$ cat src/sv/hss_pkg.sv
package hss_pkg;

    localparam int unsigned KIND_W     = 2;
    localparam int unsigned STATUS_W   = 16;
    localparam int unsigned TICKS_W    = 16;
    localparam int unsigned METHOD_W   = 8;
    localparam int unsigned OUTCOME_W  = 4;
    localparam int unsigned CFG_IDX_W  = 2;
    localparam int unsigned CFG_DATA_W = 16;
    localparam int unsigned M_TDATA_W  = 8;

    localparam logic [TICKS_W-1:0] PREPARE_TICKS_RST = 16'd1000;
    localparam logic [TICKS_W-1:0] FINISH_TICKS_RST  = 16'd10000;

    localparam int unsigned SW_REACHED_BIT  = 10;
    localparam int unsigned SW_ATTAINED_BIT = 12;
    localparam int unsigned SW_ERROR_BIT    = 13;

    localparam int unsigned ST_REACHED  = 0;
    localparam int unsigned ST_ATTAINED = 1;
    localparam int unsigned ST_ERROR    = 2;

    localparam logic [CFG_IDX_W-1:0] CFG_HOMING_METHOD = 2'd0;
    localparam logic [CFG_IDX_W-1:0] CFG_PREPARE_TICKS = 2'd1;
    localparam logic [CFG_IDX_W-1:0] CFG_FINISH_TICKS  = 2'd2;

    localparam logic [OUTCOME_W-1:0] OUT_NONE             = 4'd0;
    localparam logic [OUTCOME_W-1:0] OUT_SUCCESS          = 4'd1;
    localparam logic [OUTCOME_W-1:0] OUT_STANDSTILL_TMO   = 4'd2;
    localparam logic [OUTCOME_W-1:0] OUT_ERR_BEFORE_START = 4'd3;
    localparam logic [OUTCOME_W-1:0] OUT_START_TMO        = 4'd4;
    localparam logic [OUTCOME_W-1:0] OUT_ERR_AT_START     = 4'd5;
    localparam logic [OUTCOME_W-1:0] OUT_ATTAINED_TMO     = 4'd6;
    localparam logic [OUTCOME_W-1:0] OUT_ERR_IN_PROCESS   = 4'd7;
    localparam logic [OUTCOME_W-1:0] OUT_STOP_TMO         = 4'd8;
    localparam logic [OUTCOME_W-1:0] OUT_ERR_IN_STOP      = 4'd9;
    localparam logic [OUTCOME_W-1:0] OUT_INCONSISTENT     = 4'd10;

    typedef enum logic [KIND_W-1:0] {
        KIND_STATUS = 2'd0,
        KIND_TICK   = 2'd1,
        KIND_BEGIN  = 2'd2,
        KIND_MODE   = 2'd3
    } kind_t;

    typedef enum logic [2:0] {
        PH_IDLE       = 3'd0,
        PH_STANDSTILL = 3'd1,
        PH_START      = 3'd2,
        PH_ATTAINED   = 3'd3,
        PH_STOP       = 3'd4
    } phase_t;

    typedef struct packed {
        logic [2:0]           status;
        logic                 start_flag;
        phase_t               phase;
        logic [TICKS_W-1:0]   deadline;
        logic [OUTCOME_W-1:0] last_outcome;
    } hss_state_t;

    typedef struct packed {
        logic signed [METHOD_W-1:0] homing_method;
        logic [TICKS_W-1:0]         prepare_ticks;
        logic [TICKS_W-1:0]         finish_ticks;
    } hss_cfg_t;

    typedef struct packed {
        hss_state_t st;
        logic       ended;
    } hss_step_t;

endpackage

$ cat src/sv/hss_cfg.sv
module hss_cfg (
    input  logic                           aclk,
    input  logic                           aresetn,
    input  logic                           cfg_valid,
    input  logic [hss_pkg::CFG_IDX_W-1:0]  cfg_index,
    input  logic [hss_pkg::CFG_DATA_W-1:0] cfg_data,
    output hss_pkg::hss_cfg_t              cfg
);
    import hss_pkg::*;

    hss_cfg_t cfg_reg;
    hss_cfg_t cfg_next;

    always_comb begin
        cfg_next = cfg_reg;
        if (cfg_valid) begin
            unique case (cfg_index)
                CFG_HOMING_METHOD: cfg_next.homing_method = cfg_data[METHOD_W-1:0];
                CFG_PREPARE_TICKS: cfg_next.prepare_ticks = cfg_data[TICKS_W-1:0];
                CFG_FINISH_TICKS:  cfg_next.finish_ticks  = cfg_data[TICKS_W-1:0];
                default:           cfg_next = cfg_reg;
            endcase
        end
    end

    always_ff @(posedge aclk) begin
        if (!aresetn) begin
            cfg_reg.homing_method <= '0;
            cfg_reg.prepare_ticks <= PREPARE_TICKS_RST;
            cfg_reg.finish_ticks  <= FINISH_TICKS_RST;
        end else begin
            cfg_reg <= cfg_next;
        end
    end

    assign cfg = cfg_reg;

endmodule

$ cat src/sv/hss_step.sv
module hss_step (
    input  hss_pkg::hss_state_t          st,
    input  hss_pkg::hss_cfg_t            cfg,
    input  logic [hss_pkg::KIND_W-1:0]   kind,
    input  logic [hss_pkg::STATUS_W-1:0] status_word,
    output hss_pkg::hss_state_t          st_next,
    output logic                         ended
);
    import hss_pkg::*;

    function automatic hss_step_t run_phases(input hss_state_t st_in,
                                             input logic [TICKS_W-1:0] fin_ticks);
        hss_step_t  r;
        logic       halt;
        logic [2:0] s;
        r.st    = st_in;
        r.ended = 1'b0;
        halt    = 1'b0;
        s       = st_in.status;
        for (int i = 0; i < 4; i++) begin
            if (!halt) begin
                unique case (r.st.phase)
                    PH_STANDSTILL: begin
                        if (!s[ST_ERROR] && !s[ST_REACHED]) begin
                            halt = 1'b1;
                        end else if (s[ST_ERROR]) begin
                            r.st.last_outcome = OUT_ERR_BEFORE_START;
                            r.st.phase = PH_IDLE;
                            r.ended = 1'b1;
                            halt = 1'b1;
                        end else begin
                            r.st.start_flag = 1'b1;
                            r.st.phase = PH_START;
                        end
                    end
                    PH_START: begin
                        if (s == 3'b001) begin
                            halt = 1'b1;
                        end else if (s[ST_ERROR]) begin
                            r.st.last_outcome = OUT_ERR_AT_START;
                            r.st.phase = PH_IDLE;
                            r.ended = 1'b1;
                            halt = 1'b1;
                        end else begin
                            r.st.deadline = fin_ticks;
                            r.st.phase = PH_ATTAINED;
                        end
                    end
                    PH_ATTAINED: begin
                        if (!s[ST_ERROR] && !s[ST_ATTAINED]) begin
                            halt = 1'b1;
                        end else if (s[ST_ERROR]) begin
                            r.st.last_outcome = OUT_ERR_IN_PROCESS;
                            r.st.phase = PH_IDLE;
                            r.ended = 1'b1;
                            halt = 1'b1;
                        end else begin
                            r.st.phase = PH_STOP;
                        end
                    end
                    PH_STOP: begin
                        halt = 1'b1;
                        if (s[ST_ERROR]) begin
                            r.st.last_outcome = OUT_ERR_IN_STOP;
                            r.st.phase = PH_IDLE;
                            r.ended = 1'b1;
                        end else if (s[ST_REACHED]) begin
                            if (s[ST_ATTAINED]) begin
                                r.st.start_flag = 1'b0;
                                r.st.last_outcome = OUT_SUCCESS;
                            end else begin
                                r.st.last_outcome = OUT_INCONSISTENT;
                            end
                            r.st.phase = PH_IDLE;
                            r.ended = 1'b1;
                        end
                    end
                    default: begin
                        r.st.phase = PH_IDLE;
                        halt = 1'b1;
                    end
                endcase
            end
        end
        return r;
    endfunction

    hss_state_t pre;
    hss_step_t  res;
    logic       run_en;
    logic       tick_end;

    always_comb begin
        pre      = st;
        run_en   = 1'b0;
        tick_end = 1'b0;
        unique case (kind_t'(kind))
            KIND_STATUS: begin
                pre.status = {status_word[SW_ERROR_BIT], status_word[SW_ATTAINED_BIT],
                              status_word[SW_REACHED_BIT]};
                run_en = 1'b1;
            end
            KIND_TICK: begin
                if (st.phase != PH_IDLE) begin
                    if (st.deadline <= TICKS_W'(1)) begin
                        unique case (st.phase)
                            PH_START:    pre.last_outcome = OUT_START_TMO;
                            PH_ATTAINED: pre.last_outcome = OUT_ATTAINED_TMO;
                            PH_STOP:     pre.last_outcome = OUT_STOP_TMO;
                            default:     pre.last_outcome = OUT_STANDSTILL_TMO;
                        endcase
                        pre.deadline = '0;
                        pre.phase    = PH_IDLE;
                        tick_end     = 1'b1;
                    end else begin
                        pre.deadline = st.deadline - TICKS_W'(1);
                    end
                end
            end
            KIND_BEGIN: begin
                if (st.phase == PH_IDLE) begin
                    if (cfg.homing_method == '0) begin
                        pre.last_outcome = OUT_SUCCESS;
                        tick_end = 1'b1;
                    end else begin
                        pre.last_outcome = OUT_NONE;
                        pre.deadline     = cfg.prepare_ticks;
                        pre.phase        = PH_STANDSTILL;
                        run_en           = 1'b1;
                    end
                end
            end
            KIND_MODE: begin
                pre.start_flag = 1'b0;
                pre.status     = '0;
                run_en         = 1'b1;
            end
            default: pre = st;
        endcase
    end

    assign res     = run_phases(pre, cfg.finish_ticks);
    assign st_next = run_en ? res.st : pre;
    assign ended   = run_en ? res.ended : tick_end;

endmodule

$ cat src/sv/homing_sequence_supervisor.sv
// Homing sequence supervisor.
// Input stream: one request per item, s_tuser carries the kind (status word
// update, time tick, begin homing, mode entry reset), s_tdata the drive
// status word. Each request yields exactly one result on the m_ stream:
// start-homing control bit, busy, done and the outcome code of the latest
// sequence. Configuration (homing method, prepare and finish tick limits)
// is written through the cfg_ channel, which is always ready, and must only
// be written while no request is in flight.
// An accepted request passes the input register, then the result register
// that the phase logic loads together with the state and that drives m_tvalid.
// Throughput: one request per cycle while the receiver does not stall; the
// phase evaluation of a request is a single pass of combinational logic
// between those two registers.
// When the receiver stalls, the result register holds and the input
// register takes one more request, then s_tready drops.
// Reset (aresetn low, synchronous) empties both registers, returns the
// sequence to idle with cleared status and outcome, and loads the default
// configuration.
module homing_sequence_supervisor (
    input  logic                            aclk,
    input  logic                            aresetn,
    input  logic                            s_tvalid,
    output logic                            s_tready,
    input  logic [hss_pkg::STATUS_W-1:0]    s_tdata,  // [15:0] status_word
    input  logic [hss_pkg::KIND_W-1:0]      s_tuser,  // [1:0] kind
    output logic                            m_tvalid,
    input  logic                            m_tready,
    // [0] start_homing_bit, [1] busy_res, [2] done_res, [6:3] outcome, [7] zero
    output logic [hss_pkg::M_TDATA_W-1:0]   m_tdata,
    input  logic                            cfg_valid,
    output logic                            cfg_ready,
    input  logic [hss_pkg::CFG_IDX_W-1:0]   cfg_index,
    input  logic [hss_pkg::CFG_DATA_W-1:0]  cfg_data
);
    import hss_pkg::*;

    hss_cfg_t            cfg;
    logic                in_valid_reg;
    logic [KIND_W-1:0]   in_kind_reg;
    logic [STATUS_W-1:0] in_status_reg;
    hss_state_t          st_reg;
    hss_state_t          st_next;
    logic                ended;
    logic                out_valid_reg;
    logic [M_TDATA_W-1:0] out_data_reg;
    logic [M_TDATA_W-1:0] out_data_next;
    logic                advance;

    assign cfg_ready = 1'b1;

    hss_cfg u_cfg (
        .aclk      (aclk),
        .aresetn   (aresetn),
        .cfg_valid (cfg_valid),
        .cfg_index (cfg_index),
        .cfg_data  (cfg_data),
        .cfg       (cfg)
    );

    hss_step u_step (
        .st          (st_reg),
        .cfg         (cfg),
        .kind        (in_kind_reg),
        .status_word (in_status_reg),
        .st_next     (st_next),
        .ended       (ended)
    );

    assign advance  = in_valid_reg && (!out_valid_reg || m_tready);
    assign s_tready = !in_valid_reg || advance;

    assign out_data_next = {1'b0, st_next.last_outcome, ended,
                            (st_next.phase != PH_IDLE), st_next.start_flag};

    always_ff @(posedge aclk) begin
        if (!aresetn) begin
            in_valid_reg <= 1'b0;
        end else if (s_tready) begin
            in_valid_reg <= s_tvalid;
        end
    end

    always_ff @(posedge aclk) begin
        if (s_tvalid && s_tready) begin
            in_kind_reg   <= s_tuser;
            in_status_reg <= s_tdata;
        end
    end

    always_ff @(posedge aclk) begin
        if (!aresetn) begin
            st_reg.status       <= '0;
            st_reg.start_flag   <= 1'b0;
            st_reg.phase        <= PH_IDLE;
            st_reg.deadline     <= '0;
            st_reg.last_outcome <= OUT_NONE;
            out_valid_reg       <= 1'b0;
        end else begin
            if (advance) begin
                st_reg <= st_next;
            end
            if (advance) begin
                out_valid_reg <= 1'b1;
            end else if (m_tready) begin
                out_valid_reg <= 1'b0;
            end
        end
    end

    always_ff @(posedge aclk) begin
        if (advance) begin
            out_data_reg <= out_data_next;
        end
    end

    assign m_tvalid = out_valid_reg;
    assign m_tdata  = out_data_reg;

    a_done_not_busy: assert property (@(posedge aclk) disable iff (!aresetn)
        (m_tvalid && m_tdata[2]) |-> !m_tdata[1])
        else $error("sequence ended but still busy");

    a_done_has_outcome: assert property (@(posedge aclk) disable iff (!aresetn)
        (m_tvalid && m_tdata[2]) |-> (m_tdata[6:3] != OUT_NONE))
        else $error("sequence ended without an outcome");

    a_busy_tracks_state: assert property (@(posedge aclk) disable iff (!aresetn)
        m_tvalid |-> (m_tdata[1] == (st_reg.phase != PH_IDLE)))
        else $error("held result disagrees with sequence state");

    a_flag_tracks_state: assert property (@(posedge aclk) disable iff (!aresetn)
        m_tvalid |-> (m_tdata[0] == st_reg.start_flag))
        else $error("held start bit disagrees with state");

endmodule

$ cat config.mk
export PLATFORM = sky130hd
export DESIGN_NAME = homing_sequence_supervisor
export DESIGN_NICKNAME = d
export VERILOG_FILES = /design/src/sv/hss_pkg.sv /design/src/sv/hss_cfg.sv /design/src/sv/hss_step.sv /design/src/sv/homing_sequence_supervisor.sv
export SDC_FILE = /design/constraint.sdc
export NUM_CORES = 1
export LEC_CHECK = 0
export BUFFER_PORTS_ARGS = -buffer_cell sky130_fd_sc_hd__buf_2
export CORE_MARGIN = 4
export CORE_UTILIZATION = 55
export CTS_BUF_LIST = sky130_fd_sc_hd__clkbuf_4 sky130_fd_sc_hd__clkbuf_8
export CTS_CLUSTER_DIAMETER = 200
export DETAILED_ROUTE_END_ITERATION = 7
export PLACE_DENSITY = 0.82
export SLEW_MARGIN = 25
export SYNTH_ARGS = -nofsm -noshare
export SYNTH_HDL_FRONTEND = slang
export SYNTH_SLANG_ARGS = --single-unit
$ cat constraint.sdc
create_clock -name aclk -period 6.8 [get_ports aclk]
set_input_delay 1.36 -clock aclk [delete_from_list [all_inputs] [get_ports aclk]]
set_output_delay 1.36 -clock aclk [all_outputs]
set_load 0.01 [all_outputs]
Yosys cells after proc, flatten, opt, wreduce, memory -nomap -nowiden
Index checks and enable logic that the tools add are counted.
- output and inout port bits: 11
- register bits: 92
- input port bits: 41
- mux-type cells: 119
- reductions and logical operators: 22
- order comparisons: 1
- eq/ne operators: 25
- add/sub/neg operators: 1
- operators with widths (operator ; count):
    $mux 16 ; 9
    $mux 5 ; 28
    $mux 24 ; 5
    $pmux 5 s4 ; 4
    $mux 25 ; 3
    $pmux 3 s4 ; 4
    $mux 23 ; 2
    $pmux 23 s2 ; 1
    $mux 4 ; 10
    $eq 3x2->1 const B ; 10
    $mux 3 ; 10
    $mux 1 ; 29
    $mux 19 ; 1
    $le 16x1->1 const B ; 1
    $sub 16x1->16 const B ; 1
    $eq 3x1->1 const B ; 5
    $eq 3x3->1 const B ; 5
    $pmux 1 s2 ; 6
    $pmux 4 s3 ; 1
    $pmux 1 s3 ; 3
    $logic_not 8->1 ; 1
    $eq 2x2->1 const B ; 3
    $pmux 3 s2 ; 1
    $reduce_and 2->1 ; 3
    other kinds (10) ; 22

Logic depth before layout (Yosys ltp)
Gate-level depths: netlist of the first run.
- word-level depth: 25
- gate-level depth with buffers: 13

Cells and area by module
Synthesis of the first run repeated with hierarchy kept, for this count alone.
- cell total of the unflattened synthesis: 603
- area, all modules: 5201.2 µm²
- modules (own cells, without submodules) (module ; times used ; area each (µm²) ; cells each ; seq. area each (µm²)):
    homing_sequence_supervisor ; 1 ; 1953.1 ; 156 ; 1331.3
    hss_step ; 1 ; 1662.8 ; 286 ; 0.0
    hss_cfg ; 1 ; 1585.3 ; 161 ; 800.8

Least setup slack after synthesis of the first run
OpenSTA, ideal clock, no wires.
- path kind: input -> output
- start point: in m_tready
- end point: out s_tready
- arrival time: 1.658 ns
- stages: 2
- setup slack: 3.782 ns
- buffers on the path: 0
- path through: nor2b_1 nand2_1
- longest elaborated chain between the ends: 3
- ends and longest elaborated chain (element ; line ; source):
    start, declared ; homing_sequence_supervisor.sv:27 ; input logic m_tready,
    $logic_or 1x1->1 ; homing_sequence_supervisor.sv:69 ; assign advance = in_valid_reg && (!out_valid_reg || m_tready);
    $logic_and 1x1->1 ; homing_sequence_supervisor.sv:69 ;
    $logic_or 1x1->1 ; homing_sequence_supervisor.sv:70 ; assign s_tready = !in_valid_reg || advance;
    end, declared ; homing_sequence_supervisor.sv:23 ; output logic s_tready,
Every way passes these cells.

Worst setup path after layout of the first run
- start point: reg in_kind_reg[0]
- end point: reg st_reg[19] (netlist name)
- longest elaborated chain between the ends: 18
- elaborated cells between the ends (all ways): 70
- classes of those cells: eq/ne: 17; mux: 46; reduce/logical: 7
- ends and longest elaborated chain (element ; line ; source):
    start, declared ; homing_sequence_supervisor.sv:39 ; logic [KIND_W-1:0] in_kind_reg;
    start signal, assigned ; homing_sequence_supervisor.sv:85 ; in_kind_reg <= s_tuser;
    branches (longest 17 deep; another with $mux 25) ; - ;
    $mux 24 * ; hss_step.sv:143 ; assign st_next = run_en ? res.st : pre;
    end signal, assigned ; homing_sequence_supervisor.sv:100 ; st_reg <= st_next;
    end, declared ; homing_sequence_supervisor.sv:41 ; hss_state_t st_reg;
Every way passes the cells marked *.
A chain may end at the register's enable or synchronous reset.

==> out/summary.txt, run 1 <==
Die ar.: 10100 sq um
CTS tree: done
routed vias: 4420
CTS H-tree lvls: 3
fin area: 5030 sq um
Critical Path Sink Type: flop
worst endpoint data arrival time: 3.82 ns
Slew HR: 36.2%
Fin Setup TNS: 0 ns
asr flop ratio synth: 0%
TritonRoute pass-1 iters: 5
Post-Syn Area: 4680 sq um
Least-Margin Pin Slew: 0.956 ns
switching power: 0.346 mW
Net count, final: 631
most common flop cell mapped by yosys: dfxtp_1
number of synthesized flops with an enable pin: 12
Net Count, Synth: 620
clock slew seen by the registers of the worst setup and hold paths: 0.08 ns
sequential share of power: 47.4%
Via density: 6.37
io pins: 52
Max VDD drop: 0.000163 V
die height: 100 um
R2R setup slack: 3.23 ns
IO Port Bufs: 36
Fin. Hold Viols: 0
min Tclk post-route: 3.57 ns
Power, Total: 1.10 mW
Starting Density: 56.7%
average cell area after synthesis: 8.17 sq um
CP Max Fanout: 35
R2R cell count: 11
Reg-to-Reg End: st_reg[19]
routed wire length: 12100 um
Max Cap Viol: 0
WP data required: 7.05 ns
Crit Reg-Reg Startpoint: in_kind_reg[0]
Post-DRT Antenna Nets: 0
DP HPWL: 8210 um
max reg flops: 40
sw frac: 31.4%
nature of the critical path startpoint: flop
Final period util: 52.6%
WS Path Type: flop to flop
Placer Congestion: 0.984
vias in the first global route: 4203
fin. max-slew vios: 0
cts hold-fix bufs: 0
All-Layer GR Usage: 24.2%
Place WS: 3.27 ns
Max Root-Sink Buffers: 2
final setup fails: 0
Synth Instances: 573
Layout Area Growth over Synthesis: 7.46%
placed cell area: 4840 sq um
LEAKAGE: 1.89 nW
Fillers: 756
Num CTS Buffers: 9
largest net degree at the start of global routing: 74
width of the die: 100 um
DRC: 0
internal power: 0.758 mW
status: finished, final reports clean
post-synthesis cell type count: 74
hold endpoint: u_cfg.cfg[2]
Antenna Cells: 0
combinational power share: 20.8%
GRT overflow: 0
clk_skew: 0.00582 ns
commonest non-fill, non-tap cell in the layout: nand2_1
Iter 0 DRT Violations: 346
YS warnings: 0
PD cells: 220 nW/um^2
cts repair resizes: 0
TritonCTS Sinks: 81
drt wl/cell: 17.5 um
core box area: 8260 sq um
RSZ-0062 raised after global routing: no
final worst slack: 3.23 ns
root buf cell: clkbuf_8
Hold Path Cell Cnt: 2
layout cell share with drive strength beyond 1: 14.1%
global-route wire length before repair: 20000 um
Seq/Total Area, Yosys: 37.2%
most frequent cells in the layout: 106 x nand2_1, 69 x dfxtp_1, 36 x buf_2
#FFs+latches synth: 81
total setup buffers inserted after CTS: 0
antenna violations before repair: 0
Achievable Freq: 280 MHz
worst hold start: u_cfg.cfg[2]
row cnt: 33
worst hold path class: flop to flop
Clock Latency Late Sink: 0.36 ns
Clk pwr share: 31.8%
## cells in the mapped netlist (all sizes together) (3+ instances only)
cell	number	share of area (%)
mux2	3	0.72
dfxtp	69	30
o21bai	3	0.48
nor3b	3	0.48
and2	6	0.86
a21oi	27	3.4
nand2b	3	0.40
xnor2	4	0.75
o21ai	54	5.9
nand3b	4	0.64
ha	6	1.6
a22oi	11	1.9
o21a	6	0.96
a31o	4	0.75
inv	12	0.96
nor4	8	2.0
clkbuf	27	2.2
o22ai	3	0.40
a31oi	9	1.5
a32oi	4	0.75
o31a	3	0.56
nor2b	13	1.7
edfxtp	12	7.7
a21o	4	0.80
nand4	6	0.80
buf	15	2.1
nor3	11	1.3
o31ai	3	0.48
o211a	5	1.1
o211ai	9	1.8
a21boi	22	3.6
nand3	34	3.6
mux2i	13	2.8
nor2	25	2.0
nand2	106	8.5
## final cells by class
cell class / count / area, sq um / area share, %
Tap cell: 105 / 131 / 2.61
Clock buffer: 10 / 131 / 2.61
Multi-Input combinational cell: 438 / 2700 / 53.6
Timing Repair Buffer: 42 / 225 / 4.48
Clock inverter: 6 / 58.8 / 1.17
Sequential cell: 81 / 1740 / 34.6
Inverter: 12 / 45.0 / 0.895
## worst max-delay path by stage
stage,end,cells after the start,slack (ns),start
floorplan,s_tready,2,3.78,m_tready
global placement,st_reg[9],9,3.33,m_tready
detailed placement,st_reg[7],7,3.27,m_tready
CTS,st_reg[19],11,3.28,in_kind_reg[0]
global route,st_reg[19],11,3.03,in_kind_reg[0]
finish,st_reg[19],11,3.23,in_kind_reg[0]
## worst max-delay path, cell delays in order (launching register included)
cell and delay (ns):
edfxtp_1 0.38, inv_1 0.08, ha_1 0.28, buf_4 0.34, inv_2 0.21, a2111oi_4 0.55
a21o_4 0.19, nor4_1 0.07, o211ai_4 0.74, o211ai_1 0.19, o21a_1 0.16, o221a_1 0.23
## kinds of logic after synthesis
logic type      share of synthesized area, %
simple gates                            23.2
compound gates                          28.0
flops                                   37.2
buf+inv                                 5.18
mux                                     3.50
fa+ha+maj                               1.60
xor+xnor                                1.12
other cells                            0.160
## power by group through the flow
| stage | clock network [mW] | logic [mW] | registers (mW) |
|---|---|---|---|
| finish | 0.351 | 0.230 | 0.523 |
| global route | 0.371 | 0.251 | 0.526 |
| CTS | 0.352 | 0.225 | 0.523 |
| detailed placement | 0 | 0.222 | 0.534 |
| global placement | 0 | 0.216 | 0.533 |
| floorplan | 0 | 0.172 | 0.529 |
## stage by stage
| step | instances | hold WS [ns] | util (%) |
|---|---|---|---|
| floorplan | 573 | 0.435 | - |
| global placement | 678 | 0.456 | 58.6 |
| detailed placement | 678 | 0.459 | 58.6 |
| CTS | 694 | 0.470 | 60.9 |
| global route | 694 | 0.494 | 60.9 |
| finish | 694 | 0.469 | 60.9 |
## routing by layer
metal  vias to the layer above  global-route usage, %  part of all wire (%)
li1                       2094                      -                     -
met1                      2096                   31.3                    42
met2                       192                   40.2                    48
met3                        38                   4.31                   7.0
met4                         0                   9.33                   2.7
met5                         -                      0                     0
Power figures use the tool's default switching activity.
==> run 2: changes to the inputs <==
- ABC_AREA: default -> 1
- PLACE_DENSITY: 0.82 -> 0.81
- clock period: 6.8 -> 3.5 ns (I/O delays scaled with it)
==> out/summary.txt, run 2 <==
Antenna Cells: 0 (unchanged)
largest net degree at the start of global routing: 53 (-28%)
crit-path cells: inv_1 -> ha_1 -> inv_4 -> nand2_2 -> o21ai_4 -> inv_1 -> nor2_4 -> nor2_1 -> nor3_4 -> inv_2 -> nand2_2 -> inv_2 -> o22ai_4 -> nand2_1 -> a31oi_1 -> o221ai_1
Max Cap Viol: 0 (unchanged)
post-synth top area share: 27.1% (-2.4 points)
Num CTS Buffers: 9 (unchanged)
die height: 104 um (+4.1%)
Adder-Cell Fraction of Synth Area: 1.47% (-0.13 points)
mux contribution to synthesized area: 0% (-3.5 points)
Synth Instances: 733 (+28%)
clock slew seen by the registers of the worst setup and hold paths: 0.10 ns (+0.02 ns)
status: finished, final reports clean
final core occ: 61.9% (+1.0 points)
Fin Setup TNS: 0 ns (unchanged)
R2R cell count: 16 (+5)
Synth area leader: dfxtp_1
antenna violations before repair: 0 (unchanged)
Via density: 5.91 (-7.3%)
Max Root-Sink Buffers: 2 (unchanged)
Post-DRT Antenna Nets: 0 (unchanged)
min Tclk post-route: 3.05 ns (-0.528 ns)
clk_skew: 0.0115 ns (+0.00567 ns)
simple-gate share of the synthesized area: 30.6% (+7.4 points)
root buf cell: clkbuf_8
Slew HR: 59.1% (+23 points)
fin. max-slew vios: 0 (unchanged)
number of synthesized flops with an enable pin: 12 (unchanged)
most common flop cell mapped by yosys: dfxtp_1
Clk pwr share: 27.1% (-4.7 points)
Post-Syn Area: 5100 sq um (+9.0%)
Seq/Total Area, Yosys: 34.1% (-3.1 points)
routed vias: 5126 (+16%)
Clock Latency Late Sink: 0.37 ns (about the same)
sequential share of power: 43.1% (-4.3 points)
post-synthesis cell type count: 56 (-24%)
routed wire length: 13400 um (+9.9%)
Achievable Freq: 328 MHz (+17%)
Starting Density: 57.4% (+0.71 points)
R2R setup slack: 0.45 ns (-2.77 ns)
Final period util: 87.0% (+34 points)
Reg-to-Reg End: m_tdata[2]
worst endpoint data arrival time: 3.12 ns (-0.70 ns)
WS Path Type: flop to flop
worst hold path class: flop to flop
cts hold-fix bufs: 0 (unchanged)
CTS H-tree lvls: 3 (unchanged)
top cells by count, synth: 137 x nand2_1, 88 x nor2_1, 76 x o21ai_0
Crit Reg-Reg Startpoint: in_kind_reg[0]
Fin. Hold Viols: 0 (unchanged)
TritonCTS Sinks: 81 (unchanged)
layout cell share with drive strength beyond 1: 16.8% (+2.8 points)
core box area: 8890 sq um (+7.7%)
Placer Congestion: 1.00 (+1.9%)
Net Count, Synth: 780 (+26%)
XOR/XNOR Fraction of Synth Area: 0.858% (-0.26 points)
total setup buffers inserted after CTS: 0 (unchanged)
most frequent cells in the layout: 137 x nand2_1, 88 x nor2_1, 76 x o21ai_0
cell with the most instances after synthesis: nand2_1
CTS tree: done
max reg flops: 40 (unchanged)
GRT overflow: 0 (unchanged)
io pins: 52 (unchanged)
switching power: 0.922 mW (+170%)
largest cells by area after synthesis: dfxtp_1 27%, nand2_1 10%, o21ai_0 7.5%
CP Max Fanout: 17 (-51%)
Slowest-stage cell, CP: edfxtp_1
combinational power share: 29.8% (+9.0 points)
Critical Path End: m_tdata[2]
YS warnings: 0 (unchanged)
average cell area after synthesis: 6.96 sq um (-15%)
#FFs+latches synth: 81 (unchanged)
DRC: 0 (unchanged)
DP HPWL: 9750 um (+19%)
Crit path largest cell delay: 0.39 ns (-0.35 ns)
drt wl/cell: 15.4 um (-12%)
Max VDD drop: 0.000235 V (+44%)
Hold WS: 0.460 ns (-0.00906 ns)
width of the die: 104 um (+4.1%)
vias in the first global route: 4572 (+8.8%)
nature of the critical path startpoint: flop
Iter 0 DRT Violations: 415 (+20%)
LEAKAGE: 2.47 nW (+31%)
Die ar.: 10900 sq um (+8.3%)
row cnt: 34 (+3.0%)
TritonRoute pass-1 iters: 5 (unchanged)
final setup fails: 0 (unchanged)
Critical Path Start: in_kind_reg[0]
Net count, final: 802 (+27%)
largest family of logic cells by synthesized area: simple AND/OR/NAND/NOR gates
global-route wire length before repair: 22100 um (+10%)
RSZ-0062 raised after global routing: no
sw frac: 37.9% (+6.6 points)
commonest non-fill, non-tap cell in the layout: nand2_1
internal power: 1.51 mW (+99%)
Least-Margin Pin Slew: 0.609 ns (-0.347 ns)
WP data required: 3.58 ns (-3.47 ns)
cts repair resizes: 0 (unchanged)
All-Layer GR Usage: 24.4% (+0.17 points)
IO Port Bufs: 36 (unchanged)
Synth Area in Compound Gates: 23.4% (-4.6 points)
asr flop ratio synth: 0% (unchanged)
Critical Path Sink Type: flop
Layout Area Growth over Synthesis: 7.92%
PD cells: 442 nW/um^2 (+100%)
-- run 2: cell types whose count changed after synthesis, moves of 14 or more --
cell	previous run	this run
o21ai_1	27	10
inv_2	1	15
inv_1	11	63
a21boi_0	21	0
a21oi_1	23	55
nand2_1	106	137
nor2_1	25	88
o21ai_0	26	76
-- run 2: metrics by stage --
step / std cells / instance area [sq um] / power [mW] / setup WS (ns)
2_1_floorplan: 733 / 5100 / 1.62 / 0.825
3_3_place_gp: 852 / 5320 / 1.76 / 0.548
3_5_place_dp: 852 / 5320 / 1.78 / 0.487
4_1_cts: 868 / 5510 / 2.42 / 0.448
5_1_grt: 868 / 5510 / 2.56 / 0.181
6_report: 868 / 5510 / 2.43 / 0.454
-- run 2: worst max-delay path: cells and delay by family (launching register included) --
family	cells	cell delay, ns
and+or+nand+nor	6	0.88
AOI/OAI and AO/OA	4	0.61
buffers and inverters	5	0.54
DFF	1	0.39
adders and majority gates	1	0.35
-- run 2: worst min-delay path by stage --
| stage | startpoint | end | slack [ns] | depth (start not counted) |
|---|---|---|---|---|
| after floorplan | u_cfg.cfg[23] | u_cfg.cfg[23] | 0.42 | 2 |
| after global placement | u_cfg.cfg[36] | u_cfg.cfg[36] | 0.44 | 2 |
| after detailed placement | u_cfg.cfg[23] | u_cfg.cfg[23] | 0.44 | 2 |
| after CTS | u_cfg.cfg[1] | u_cfg.cfg[1] | 0.46 | 2 |
| after global routing | u_cfg.cfg[23] | u_cfg.cfg[23] | 0.49 | 2 |
| final | u_cfg.cfg[1] | u_cfg.cfg[1] | 0.46 | 2 |
-- run 2: final cells by class --
cell class / instances / area (sq um)
clock buffer: 9 / 124
clock inverter: 7 / 60.1
fill: 804 / 3380
inverter: 80 / 303
multi-input combinational: 536 / 2880
sequential: 81 / 1740
tap: 108 / 135
timing repair buffer: 47 / 263
-- run 2: logic make-up (layout without fill, tap and decap cells) --
| group | Yosys count | after routing |
|---|---|---|
| AO/OA/AOI/OAI | 197 | 197 |
| AND/OR/NAND/NOR | 326 | 326 |
| adder cells (fa/ha/maj) | 6 | 6 |
| flip-flops | 81 | 81 |
| XOR/XNOR | 5 | 5 |
| buffers and inverters | 116 | 143 |
| other | 2 | 2 |
-- run 2: routing by layer --
layer | global-route usage, % | part of all wire (%) | routed length, um
met1 | 34.2 | 46 | 6150
met2 | 38.9 | 45 | 6040
met3 | 4.16 | 7.1 | 942
met4 | 6.08 | 1.7 | 227
met5 | 0 | 0 | 0
-- run 2: power groups by stage --
stage	logic, mW	registers, mW	clock network [mW]
after CTS	0.711	1.05	0.664
after floorplan	0.558	1.06	0
after global routing	0.800	1.06	0.705
after global placement	0.689	1.07	0
final	0.724	1.05	0.659
after detailed placement	0.706	1.07	0
==> run 3: changes to the inputs <==
- ABC_AREA: 1 -> default
- PLACE_DENSITY: 0.81 -> 0.82
==> out/summary.txt, run 3 (synthesized netlist as in run 1, its figures left out) <==
All-Layer GR Usage: 24.9% (+0.48 points)
total setup buffers inserted after CTS: 0 (unchanged)
Largest delay share family, worst path: compound AO/OA/AOI/OAI gates
final core occ: 61.8% (-0.19 points)
io pins: 52 (unchanged)
DRC: 0 (unchanged)
sequential share of power: 47.2% (+4.1 points)
PD cells: 421 nW/um^2 (-4.8%)
Fin Setup TNS: 0 ns (unchanged)
width of the die: 100 um (-3.9%)
Via density: 6.24 (+5.6%)
clock slew seen by the registers of the worst setup and hold paths: 0.08 ns (-0.02 ns)
internal power: 1.48 mW (-1.7%)
Slew HR: 45.0% (-14 points)
Max Root-Sink Buffers: 2 (unchanged)
Starting Density: 56.7% (-0.71 points)
Layout Area Growth over Synthesis: 8.93%
Num CTS Buffers: 9 (unchanged)
Fin. Hold Viols: 0 (unchanged)
Post-DRT Antenna Nets: 0 (unchanged)
Die ar.: 10100 sq um (-7.6%)
WP data required: 3.61 ns (+0.03 ns)
Clk pwr share: 31.4% (+4.3 points)
LEAKAGE: 1.93 nW (-22%)
WS Path Type: flop to flop
row cnt: 33 (-2.9%)
Clock Latency Late Sink: 0.36 ns (about the same)
Power, Total: 2.14 mW (-12%)
crit-path cells: inv_1 -> ha_2 -> buf_4 -> nor3b_1 -> o21bai_1 -> nor2_1 -> a31o_1 -> a22oi_2 -> a21oi_1 -> a21o_1
Placer Congestion: 0.945 (-5.8%)
final setup fails: 0 (unchanged)
Crit Reg-Reg Startpoint: in_kind_reg[0]
nature of the critical path startpoint: flop
Critical Path Sink Type: flop
core box area: 8260 sq um (-7.1%)
Least-Margin Pin Slew: 0.822 ns (+0.213 ns)
CP Max Fanout: 22 (+5)
max reg flops: 40 (unchanged)
Critical Path Start: in_kind_reg[0]
Antenna Cells: 0 (unchanged)
global-route wire length before repair: 20300 um (-8.1%)
worst hold start: u_cfg.cfg[5]
worst endpoint data arrival time: 3.27 ns (+0.15 ns)
Top Layer Used: met4
min Tclk post-route: 3.15 ns (+0.108 ns)
Hold WS: 0.470 ns (+0.00974 ns)
largest net degree at the start of global routing: 47 (-11%)
routed wire length: 12000 um (-10%)
RSZ-0062 raised after global routing: no
drt wl/cell: 17.1 um (+11%)
CTS H-tree lvls: 3 (unchanged)
post-route insts no fill: 703 (-19%)
Metal-1 WL: 5110 um (-17%)
die height: 100 um (-3.9%)
DP HPWL: 8370 um (-14%)
antenna violations before repair: 0 (unchanged)
WP buf/inv: 2 (-3)
CTS tree: done
routed vias: 4385 (-14%)
status: finished, final reports clean
worst hold path class: flop to flop
Iter 0 DRT Violations: 384 (-7.5%)
Max VDD drop: 0.000293 V (+25%)
root buf cell: clkbuf_8
combinational power share: 21.4% (-8.4 points)
DR WL met2: 5870 um (-2.8%)
vias in the first global route: 4124 (-9.8%)
TritonRoute pass-1 iters: 5 (unchanged)
sw frac: 30.8% (-7.1 points)
Slowest-stage cell, CP: ha_2
clk_skew: 0.00972 ns (-0.00177 ns)
Net count, final: 640 (-20%)
Achievable Freq: 317 MHz (-3.4%)
most frequent cells in the layout: 106 x nand2_1, 69 x dfxtp_1, 36 x buf_2
layout cell share with drive strength beyond 1: 15.2% (-1.6 points)
GRT overflow: 0 (unchanged)
Max Cap Viol: 0 (unchanged)
fin. max-slew vios: 0 (unchanged)
Final period util: 90.1% (+3.1 points)
switching power: 0.661 mW (-28%)
wire length on met3: 828 um (-12%)
commonest non-fill, non-tap cell in the layout: nand2_1
IO Port Bufs: 36 (unchanged)
Placed Cells incl. Taps: 687 (-19%)
TritonCTS Sinks: 81 (unchanged)
Crit path largest cell delay: 0.46 ns (+0.07 ns)
run 3: repair_timing:
action,4_1_cts,5_1_grt
gates resized for setup,0,1
hold buffers,0,0
setup endpoints to repair,0,2
run 3: through the flow:
step | cell area (sq um) | setup slack [ns]
2_1_floorplan | 4680 | 0.773
3_3_place_gp | 4910 | 0.374
3_5_place_dp | 4910 | 0.329
4_1_cts | 5100 | 0.278
5_1_grt | 5100 | 0.0996
6_report | 5100 | 0.346
run 3: final cells by class:
type	count	area, sq um
multi-input cells	438	2700
flip-flops and latches	81	1740
repair buffers	51	293
inverters	12	45.0
fillers	751	3160
clock inverters	6	57.6
well taps	105	131
clock buffers	10	131
run 3: worst paths after layout:
kind | to | slack, ns | cells past startpoint
setup reg to reg | m_tdata[2] | 0.35 | 10
hold / removal | u_cfg.cfg[5] | 0.47 | 2
setup / recovery | m_tdata[2] | 0.35 | 10
hold reg to reg | u_cfg.cfg[5] | 0.47 | 2
run 3: worst register-to-register path: stages, from the launching register on:
cell,delay [ns]
edfxtp_1,0.40
inv_1,0.09
ha_2,0.46
buf_4,0.31
nor3b_1,0.34
o21bai_1,0.25
nor2_1,0.22
a31o_1,0.24
a22oi_2,0.28
a21oi_1,0.12
a21o_1,0.20
run 3: routing by layer:
metal	GRT usage, %	vias to the layer above
met1	32.4	2084
met5	0	-
li1	-	2097
met2	41.8	180
met3	3.20	24
met4	9.74	0
run 3: power groups by stage:
stage | registers [mW] | logic, mW | clock network (mW)
6_report | 1.01 | 0.458 | 0.674
3_3_place_gp | 1.03 | 0.437 | 0
5_1_grt | 1.02 | 0.504 | 0.720
2_1_floorplan | 1.03 | 0.334 | 0
4_1_cts | 1.01 | 0.450 | 0.685
3_5_place_dp | 1.03 | 0.447 | 0
